### config.mk
export PLATFORM = sky130hd
export DESIGN_NAME = nfsa_find_free
export DESIGN_NICKNAME = d
export VERILOG_FILES = /design/src/rtl/nfsa_pkg.sv /design/src/rtl/nfsa_find_free.sv
export SDC_FILE = /design/constraint.sdc
export NUM_CORES = 1
export LEC_CHECK = 0
export BUFFER_PORTS_ARGS = -buffer_cell sky130_fd_sc_hd__buf_2
export CAP_MARGIN = 10
export CORE_ASPECT_RATIO = 0.7
export CORE_MARGIN = 2
export CORE_UTILIZATION = 44
export DETAILED_ROUTE_END_ITERATION = 16
export PLACE_DENSITY = 0.92
export SLEW_MARGIN = 0
export SYNTH_ARGS = -nofsm -noshare
export SYNTH_HDL_FRONTEND = slang
export SYNTH_SLANG_ARGS = --single-unit
### constraint.sdc
create_clock -name vclk -period 5.9
set_input_delay 1.18 -clock vclk [all_inputs]
set_output_delay 1.18 -clock vclk [all_outputs]
set_load 0.005 [all_outputs]
### src/rtl/nfsa_pkg.sv
package nfsa_pkg;

    // table geometry
    localparam int NUM_SLOTS = 4096;
    localparam int WORD_BITS = 64;
    localparam int BIT_W     = $clog2(WORD_BITS);
    localparam int NUM_WORDS = (NUM_SLOTS + WORD_BITS - 1) / WORD_BITS;
    localparam int WORD_AW   = (NUM_WORDS > 1) ? $clog2(NUM_WORDS) : 1;
    localparam int STEP_W    = $clog2(NUM_WORDS + 1);
    localparam int SLOT_W    = WORD_AW + BIT_W;

    // bits of the last map word that hold real slots
    localparam int TAIL_BITS = NUM_SLOTS - (NUM_WORDS - 1) * WORD_BITS;
    localparam logic [WORD_BITS-1:0] LAST_WORD_MASK =
        {WORD_BITS{1'b1}} >> (WORD_BITS - TAIL_BITS);

    // field widths
    localparam int CMD_W = 2;
    localparam int IDX_W = 12;

    // command codes
    localparam logic [CMD_W-1:0] CMD_ALLOC = 2'd0;
    localparam logic [CMD_W-1:0] CMD_FREE  = 2'd1;
    localparam logic [CMD_W-1:0] CMD_CLEAR = 2'd2;

    // status codes
    localparam logic STATUS_OK   = 1'b0;
    localparam logic STATUS_FULL = 1'b1;

    typedef struct packed {
        logic [CMD_W-1:0] cmd;
        logic [IDX_W-1:0] slot_to_free;
    } in_word_t;

    typedef struct packed {
        logic [IDX_W-1:0] slot_index;
        logic             status;
    } out_word_t;

    typedef struct packed {
        logic                 wr_en;
        logic [WORD_AW-1:0]   wr_addr;
        logic [WORD_BITS-1:0] wr_data;
        logic [WORD_AW-1:0]   rd_addr;
    } ram_req_t;

    typedef struct packed {
        logic             found;
        logic [BIT_W-1:0] bit_idx;
    } free_hit_t;

endpackage

### src/rtl/nfsa_find_free.sv
module nfsa_find_free (
    input  logic [nfsa_pkg::WORD_BITS-1:0] cand,
    output nfsa_pkg::free_hit_t            hit
);

    // lowest set bit wins
    always_comb begin
        hit = '0;
        for (int i = nfsa_pkg::WORD_BITS - 1; i >= 0; i--) begin
            if (cand[i]) begin
                hit.found   = 1'b1;
                hit.bit_idx = nfsa_pkg::BIT_W'(i);
            end
        end
    end

endmodule

==> metrics.log <==
INFO  metric starting_density_of_the_core = about 46%
INFO  metric cell_internal_pwr = 28.1 µW
INFO  metric report.final.slew_viol_count = 0
INFO  metric met2WireLength = between 1000 and 1500 µm
INFO  metric final-seq-area = 0 µm²
INFO  metric peakVddDrop = around 0.034 mV
INFO  metric crit_fanout = 3
INFO  metric num_antenna_cells = 0
INFO  metric vias = approximately 1,400
INFO  metric power_frac_seq = 0%
INFO  metric grt_start_max_net_pins = 7
INFO  metric top_layer_used = met3
INFO  metric p_total = between 60 and 70 µW
INFO  metric area_leader_netlist = nor2_1
INFO  metric grt_setup_unrepaired = false
INFO  metric tightestPinTransition = approximately 670 ps
INFO  metric die_width = between 50 and 60 µm
INFO  metric clock_power_share = 0%
INFO  metric synth.cell_area = around 830 µm²
INFO  metric routabilityCongestion = about 0.9
INFO  metric netlist_top_cells_area = nor2_1 14%, nor4_1 11%, nor3_1 8.4%
INFO  metric netlist.area_leader.share = 14.0%
INFO  metric core_area = 1820 µm²
INFO  metric timing_hold_violations_final = 0
INFO  metric totalNegativeSetupSlack = 0 ps
INFO  metric placement_rows = 13
INFO  metric totalWireLength = between 3000 and 4000 µm
INFO  metric power.density_cell_area = between 50 and 60 nW/µm²
INFO  metric nets = around 290
INFO  metric number_of_buffer_cells_added_on_primary_ports = 71
INFO  metric startpoint_type = primary input
INFO  metric clock.fmax = 253 MHz
INFO  metric maxSlewHeadroom = 55.2%
INFO  metric drt.antenna.violating_nets = 0
INFO  metric final-instance-count-excl-fill = between 200 and 250
INFO  metric critPathCaptureType = output pin
INFO  metric max_cap_violations = 0
INFO  metric drt_pre_antenna_iters = 4
INFO  metric gr-usage-all-layers = roughly a quarter
INFO  metric cts.repair.resized = 0
INFO  metric grt_pass1_vias = around 1,100
INFO  metric number_of_ports_placed_on_the_die_boundary = roughly 70
INFO  metric timing.final.crit_period = 3940 ps
INFO  metric synthToLayoutAreaGrowth = 45.9%
INFO  metric critical_path.startpoint = cand[47]
INFO  metric post_cts.repair.setup_buffers = 0
INFO  metric required_time_of_the_critical_path = 4720 ps
INFO  metric final_layout_size_suffix_gt1_share = between 30 and 40%
INFO  metric die-height = between 40 and 50 µm
INFO  metric dp_hpwl = ~2600 µm
INFO  metric cp-endpoint = hit[1]
INFO  metric clock_buffer_count = 0
INFO  metric wl_met1 = around 1400 µm
INFO  metric setup_viol = 0
INFO  metric timing_worst_setup_path_type = primary input to output pin
INFO  metric layout.sequential_cells = 0
INFO  metric synth_nets = around 210
INFO  metric grt_first_pass_wirelength = about 4500 µm
INFO  metric placedCellCount = 243
INFO  metric comb_power_share = 100.0%
INFO  metric drt-wirelength-per-cell = 12.4 µm
INFO  metric post_synth_inst_count = 150
INFO  metric met3_length = around 330 µm
INFO  metric die-area = approximately 2300 µm²
INFO  metric synth.lib_cells_used.distinct = 28
INFO  metric seq_area_frac_synth = 0%
INFO  metric total_leakage_power = around 0.52 nW
INFO  metric power.share.switching = roughly 55%
INFO  metric post-route-period-util = roughly two thirds
INFO  metric post-route-drc-count = 0
INFO  metric status = completed
INFO  metric antenna_found_initial = 0
INFO  metric p_sw = about 34 µW
INFO  metric cp.arrival = 2760 ps
INFO  metric hold_path.class = primary input to output pin
INFO  metric cts_hold_buf = 0
INFO  metric synth_warn = 0
INFO  metric grt_remaining_overflow = 0
INFO  metric avgViaCountPerCell = 5.95
INFO  metric post_synth.cell_area_avg = between 5 and 6 µm²
INFO  metric detailedRoute.firstIterationViolations = between 100 and 150
## worst max-delay path, stage by stage
cell,delay [ps]
buf_2,110
or4_4,560
or3_1,320
a31oi_1,160
o21ai_1,100
a22o_1,210
buf_2,120
## power groups by stage
stage	registers, mW	clock network, mW	logic (mW)
6_report	0	0	0.0624
5_1_grt	0	0	0.0690
4_1_cts	0	0	0.0615
3_5_place_dp	0	0	0.0612
3_3_place_gp	0	0	0.0601
2_1_floorplan	0	0	0.0213
## layer usage
layer  global-route usage (%)  vias up
met3                     1.61        0
li1                         -      740
met5                        0        -
met1                     35.3      631
met2                     40.9       76
met4                     1.79        0
## cell usage after synthesis, drive strengths merged
master / n
nand2b: 3
a221oi: 1
nor2: 31
o311ai: 1
a221o: 1
a31oi: 4
o31ai: 5
o221ai: 2
and3: 1
nand3: 5
o21bai: 3
a21oi: 13
o2111ai: 4
or4: 9
nand2: 7
o21a: 4
nor4: 14
a22o: 1
nor4b: 1
or3: 2
nor3b: 1
nor3: 14
o211ai: 2
inv: 9
o21ai: 8
nor2b: 4
## layout make-up
class	instances	area, µm²
fill	191	606
multi-input combinational	141	800
inverter	9	33.8
tap	22	27.5
timing repair buffer	71	355
## placed cells by master, fill, tap and decap left out, types with 3 or more instances in the layout
cell type  netlist  routed
a21oi_1         13      13
a31oi_1          4       4
buf_2            0      71
inv_1            9       9
nand2_1          7       7
nand2b_1         3       3
nand3_1          5       5
nor2_1          31      31
nor2b_1          4       4
nor3_1          14      14
nor4_1          14      14
o2111ai_1        4       4
o21a_1           4       4
o21ai_0          7       7
o21bai_1         3       3
o31ai_1          5       5
or4_1            8       8
## worst min-delay path by stage
stage	from	end	slack, ps	cells past startpoint
3_3_place_gp	cand[3]	hit[3]	2730	5
6_report	cand[3]	hit[3]	2760	5
2_1_floorplan	cand[2]	hit[3]	2500	3
4_1_cts	cand[3]	hit[3]	2750	5
3_5_place_dp	cand[3]	hit[3]	2750	5
5_1_grt	cand[1]	hit[2]	2800	4
## through the flow
step,hold slack [ps],area [µm²],utilization [%],setup slack (ps)
floorplan,2500,833,-,2290
global placement,2730,1220,66.8,2020
detailed placement,2750,1220,66.8,1980
CTS,2750,1220,66.8,1980
global route,2800,1220,66.8,1890
finish,2760,1220,66.8,1960
## kinds of logic after synthesis
group / synth area share [%]
compound gates: 38.9
buf+inv: 4.05
simple gates: 57.1
No activity file was read; power rests on OpenSTA's default activity.
