===== src/rtl/nfsa_pkg.sv =====
package nfsa_pkg;

    // table geometry
    localparam int NUM_SLOTS = 4096;
    localparam int WORD_BITS = 64;
    localparam int BIT_W     = $clog2(WORD_BITS);
    localparam int NUM_WORDS = (NUM_SLOTS + WORD_BITS - 1) / WORD_BITS;
    localparam int WORD_AW   = (NUM_WORDS > 1) ? $clog2(NUM_WORDS) : 1;
    localparam int STEP_W    = $clog2(NUM_WORDS + 1);
    localparam int SLOT_W    = WORD_AW + BIT_W;

    // bits of the last map word that hold real slots
    localparam int TAIL_BITS = NUM_SLOTS - (NUM_WORDS - 1) * WORD_BITS;
    localparam logic [WORD_BITS-1:0] LAST_WORD_MASK =
        {WORD_BITS{1'b1}} >> (WORD_BITS - TAIL_BITS);

    // field widths
    localparam int CMD_W = 2;
    localparam int IDX_W = 12;

    // command codes
    localparam logic [CMD_W-1:0] CMD_ALLOC = 2'd0;
    localparam logic [CMD_W-1:0] CMD_FREE  = 2'd1;
    localparam logic [CMD_W-1:0] CMD_CLEAR = 2'd2;

    // status codes
    localparam logic STATUS_OK   = 1'b0;
    localparam logic STATUS_FULL = 1'b1;

    typedef struct packed {
        logic [CMD_W-1:0] cmd;
        logic [IDX_W-1:0] slot_to_free;
    } in_word_t;

    typedef struct packed {
        logic [IDX_W-1:0] slot_index;
        logic             status;
    } out_word_t;

    typedef struct packed {
        logic                 wr_en;
        logic [WORD_AW-1:0]   wr_addr;
        logic [WORD_BITS-1:0] wr_data;
        logic [WORD_AW-1:0]   rd_addr;
    } ram_req_t;

    typedef struct packed {
        logic             found;
        logic [BIT_W-1:0] bit_idx;
    } free_hit_t;

endpackage


===== src/rtl/nfsa_map_ram.sv =====
module nfsa_map_ram (
    input  logic                                 aclk,
    input  nfsa_pkg::ram_req_t                   req,
    output logic [nfsa_pkg::WORD_BITS-1:0]       rd_data
);

    logic [nfsa_pkg::WORD_BITS-1:0] mem [nfsa_pkg::NUM_WORDS];
    logic [nfsa_pkg::WORD_BITS-1:0] rd_data_reg;

    always_ff @(posedge aclk) begin
        if (req.wr_en) begin
            mem[req.wr_addr] <= req.wr_data;
        end
        rd_data_reg <= mem[req.rd_addr];
    end

    assign rd_data = rd_data_reg;

endmodule


===== config.mk =====
export PLATFORM = sky130hd
export DESIGN_NAME = nfsa_map_ram
export DESIGN_NICKNAME = d
export VERILOG_FILES = /design/src/rtl/nfsa_pkg.sv /design/src/rtl/nfsa_map_ram.sv
export SDC_FILE = /design/constraint.sdc
export NUM_CORES = 2
export LEC_CHECK = 0
export BUFFER_PORTS_ARGS = -buffer_cell sky130_fd_sc_hd__clkbuf_2
export CORE_AREA = 8 8 635 637
export DETAILED_ROUTE_END_ITERATION = 7
export DIE_AREA = 0 0 643 645
export PLACE_DENSITY_LB_ADDON = 0.2
export RECOVER_POWER = 50
export SYNTH_ARGS = -nofsm -noshare
export SYNTH_HDL_FRONTEND = slang
export SYNTH_SLANG_ARGS = --single-unit
export TNS_END_PERCENT = 20

===== constraint.sdc =====
create_clock -name aclk -period 7.5 [get_ports aclk]
set_input_delay 0.375 -clock aclk [delete_from_list [all_inputs] [get_ports aclk]]
set_output_delay 0.375 -clock aclk [all_outputs]
set_load 0.02 [all_outputs]

==> metrics.json <==
{
  "ant_nets": {"value": 0},
  "floorplan.die.height": {"value": 645, "unit": "um"},
  "place.port_buffers": {"value": 141},
  "crit_path_start_kind": {"value": "primary input"},
  "leakagePower": {"value": 54.9, "unit": "nW"},
  "synth_area_per_cell": {"value": 23.7, "unit": "um2"},
  "total_number_of_h_tree_levels": {"value": 5},
  "worstPathMaxFanout": {"value": 29},
  "wire_per_inst": {"value": 36.1, "unit": "um"},
  "cts_tree": {"value": "yes"},
  "synth-seq-area-share": {"value": 79.5, "unit": "%"},
  "post_cts_buffers": {"value": 0},
  "area_growth_syn_to_layout": {"value": 13.9, "unit": "%"},
  "chipWidth": {"value": 643, "unit": "um"},
  "timing.max_cap.violations": {"value": 67},
  "setup_violations": {"value": 0},
  "synthesis.nets": {"value": 6676},
  "clock_skew": {"value": 0.0509, "unit": "ns"},
  "max_clock_freq": {"value": 0.282, "unit": "GHz"},
  "grt_antenna_before_repair": {"value": 25},
  "io_count": {"value": 142},
  "count_of_standard_cell_rows": {"value": 231},
  "drt_wl_total": {"value": 456000, "unit": "um"},
  "synth-warning-count": {"value": 0},
  "violations_in_the_final_reports": {"value": "max-capacitance violations, max-slew violations"},
  "detailedRoute.firstPassIterationCount": {"value": 5},
  "clk_path_buf_depth": {"value": 4},
  "grt_start_max_net_pins": {"value": 110},
  "timing.hold.worst.class": {"value": "in -> reg"},
  "route.detailed.vias_per_inst": {"value": 5.93},
  "clk_latency": {"value": 0.97, "unit": "ns"},
  "finish.net_count": {"value": 7090},
  "design_area": {"value": 178000, "unit": "um2"},
  "drt_first_iter_violations": {"value": 9107},
  "worst_ep_arrival_time": {"value": 4.12, "unit": "ns"},
  "number_of_flip_flops_under_the_largest_register_name": {"value": 4096},
  "synth.ff_latch_count": {"value": 4160},
  "crit_type": {"value": "in -> reg"},
  "finalCriticalPeriod": {"value": 3.55, "unit": "ns"},
  "grt_first_pass_wirelength": {"value": 629000, "unit": "um"},
  "layout.cells.most_common_list": {"value": "sky130_fd_sc_hd__edfxtp_1 (4096), sky130_fd_sc_hd__mux4_2 (1024), sky130_fd_sc_hd__clkbuf_16 (438)"},
  "ir_worst_vdd": {"value": 204, "unit": "uV"},
  "critical_path.endpoint_type": {"value": "register"},
  "groute.usage.overall": {"value": 21.5, "unit": "%"},
  "layout-drive-gt1-share": {"value": 27.1, "unit": "%"},
  "worst-endpoint-required": {"value": 8.07, "unit": "ns"},
  "crit-reg2reg-capture": {"value": "rd_data[2]$_DFF_P_"},
  "final_min_period_over_clock_period": {"value": 47.3, "unit": "%"},
  "yosysUniqueCellTypes": {"value": 33},
  "gp_congestion": {"value": 0.755},
  "syn-instance-count": {"value": 6598},
  "hold_path_startpoint": {"value": "req[71]"},
  "cts.reportedPaths.clkPinSlew": {"value": 0.06, "unit": "ns"},
  "first_global_vias": {"value": 76185},
  "hold_ep": {"value": "mem[50][14]$_DFFE_PP_"},
  "place_area": {"value": 164000, "unit": "um2"},
  "relSlewSlack": {"value": -120, "unit": "%"},
  "reg2reg_depth": {"value": 5},
  "whs_path_depth": {"value": 3},
  "report.final.slew_viol_count": {"value": 4186},
  "initial_utilization": {"value": 39.7, "unit": "%"},
  "clockRootBuffer": {"value": "sky130_fd_sc_hd__clkbuf_16"},
  "post-route-util": {"value": 45.3, "unit": "%"},
  "rsz0062_at_grt": {"value": "no"},
  "result_of_the_run": {"value": "finished with violations"},
  "dieArea": {"value": 415000, "unit": "um2"},
  "cellPowerDensity": {"value": 276, "unit": "nW/um2"},
  "drc_errors": {"value": 0},
  "fin_tns_setup": {"value": 0, "unit": "ns"},
  "layout_commonest_cell": {"value": "sky130_fd_sc_hd__edfxtp_1"},
  "worst_r2r_startpoint": {"value": "mem[12][2]$_DFFE_PP_"},
  "numCtsBuffers": {"value": 433},
  "cts.sinks": {"value": 4160},
  "tightest_slew": {"value": 3.30, "unit": "ns"},
  "r2r_slack": {"value": 5.39, "unit": "ns"},
  "synth.cell_area": {"value": 156000, "unit": "um2"},
  "via_count": {"value": 74864},
  "half_perimeter_wire_length_after_detailed_placement": {"value": 234000, "unit": "um"},
  "post_cts.resized_instances": {"value": 0},
  "core_area": {"value": 394000, "unit": "um2"},
  "overflow": {"value": 0},
  "finalHoldViolCount": {"value": 0}
}
synthesized netlist by cell type:
master	number	area share [%]
sky130_fd_sc_hd__a31oi_1	18	0.072
sky130_fd_sc_hd__clkbuf_1	140	0.34
sky130_fd_sc_hd__nand2_1	58	0.14
sky130_fd_sc_hd__or3b_2	1	0.0056
sky130_fd_sc_hd__nand2b_1	11	0.044
sky130_fd_sc_hd__nand3b_1	2	0.0096
sky130_fd_sc_hd__and2_1	3	0.012
sky130_fd_sc_hd__or3_1	29	0.12
sky130_fd_sc_hd__or2_2	28	0.11
sky130_fd_sc_hd__mux4_2	1024	15
sky130_fd_sc_hd__a41oi_1	26	0.15
sky130_fd_sc_hd__dfxtp_1	64	0.82
sky130_fd_sc_hd__buf_2	170	0.54
sky130_fd_sc_hd__nand4_1	2	0.0080
sky130_fd_sc_hd__nand4b_1	1	0.0056
sky130_fd_sc_hd__buf_1	20	0.048
sky130_fd_sc_hd__a22o_1	88	0.49
sky130_fd_sc_hd__and3_1	64	0.26
sky130_fd_sc_hd__mux2i_1	135	0.86
sky130_fd_sc_hd__nor2b_1	28	0.11
sky130_fd_sc_hd__o221ai_1	38	0.21
sky130_fd_sc_hd__o22ai_1	83	0.33
sky130_fd_sc_hd__a211oi_1	63	0.30
sky130_fd_sc_hd__inv_1	19	0.046
sky130_fd_sc_hd__nor3_1	2	0.0064
sky130_fd_sc_hd__edfxtp_1	4096	79
sky130_fd_sc_hd__buf_4	34	0.16
sky130_fd_sc_hd__a2bb2oi_1	19	0.11
sky130_fd_sc_hd__nand3_1	45	0.14
sky130_fd_sc_hd__a22oi_1	168	0.81
sky130_fd_sc_hd__nor2_1	112	0.27
sky130_fd_sc_hd__a31o_1	1	0.0056
sky130_fd_sc_hd__buf_6	6	0.043
metrics by stage:
| stage | instances | setup slack (ns) | hold WS, ns | power (mW) |
|---|---|---|---|---|
| detailed placement | 11815 | 3.50 | 0.802 | 28.7 |
| finish | 12635 | 3.95 | 0.178 | 49.2 |
| global route | 12624 | 3.83 | 0.168 | 50.6 |
| global placement | 11815 | 3.56 | 0.803 | 28.7 |
| floorplan | 6598 | 1.69 | 0.474 | 27.5 |
| CTS | 12622 | 4.53 | 0.00957 | 49.6 |
layout make-up:
| cell class | instances | area, um2 |
|---|---|---|
| Clock buffer | 568 | 11600 |
| Antenna cell | 13 | 32.5 |
| Fill cell | 32764 | 216000 |
| Tap cell | 5242 | 6560 |
| Inverter | 19 | 71.3 |
| Multi-Input combinational cell | 2049 | 30700 |
| Clock inverter | 235 | 2220 |
| Timing Repair Buffer | 349 | 2620 |
| Sequential cell | 4160 | 124000 |
worst max path at each step:
stage | from | to | cells past startpoint
after floorplan | req[73] | mem[48][0]$_DFFE_PP_ | 4
after global placement | req[2] | rd_data[8]$_DFF_P_ | 7
after detailed placement | req[3] | rd_data[8]$_DFF_P_ | 6
after CTS | req[3] | rd_data[8]$_DFF_P_ | 6
after global routing | req[74] | mem[55][33]$_DFFE_PP_ | 6
final | req[74] | mem[55][33]$_DFFE_PP_ | 6
kinds of logic after synthesis:
logic type,after synthesis,synth area share [%]
mux,1159,15.6
simple gates,386,1.24
buf+inv,389,1.18
compound gates,504,2.48
flops,4160,79.5
power by group:
group          leakage [nW]  internal (mW)  total [mW]  switching (mW)
combinational          10.8          0.785        2.25            1.46
clock                  6.78           12.1        21.0            8.94
sequential             37.4           25.8        25.9           0.134
per-layer routing:
layer	share of wire, %	global-route usage (%)	wire length, um	vias up
met5	0.0075	0	34	-
li1	-	-	-	29395
met1	42	30.3	190000	41877
met4	2.3	4.57	10300	6
met2	49	35.9	225000	2982
met3	6.7	3.11	30600	604
repair_timing:
item	CTS	global route
hold buffers	4	0
endpoints found under the setup margin	0	0
hold endpoints to repair	48	0
worst max-delay path, stage by stage:
cell	delay, ns
sky130_fd_sc_hd__clkbuf_1	0.20
sky130_fd_sc_hd__nor2b_1	0.28
sky130_fd_sc_hd__nand4_1	0.32
sky130_fd_sc_hd__nor2_1	1.28
sky130_fd_sc_hd__buf_4	0.85
sky130_fd_sc_hd__buf_4	0.65
(Power assumes the default switching activity.)
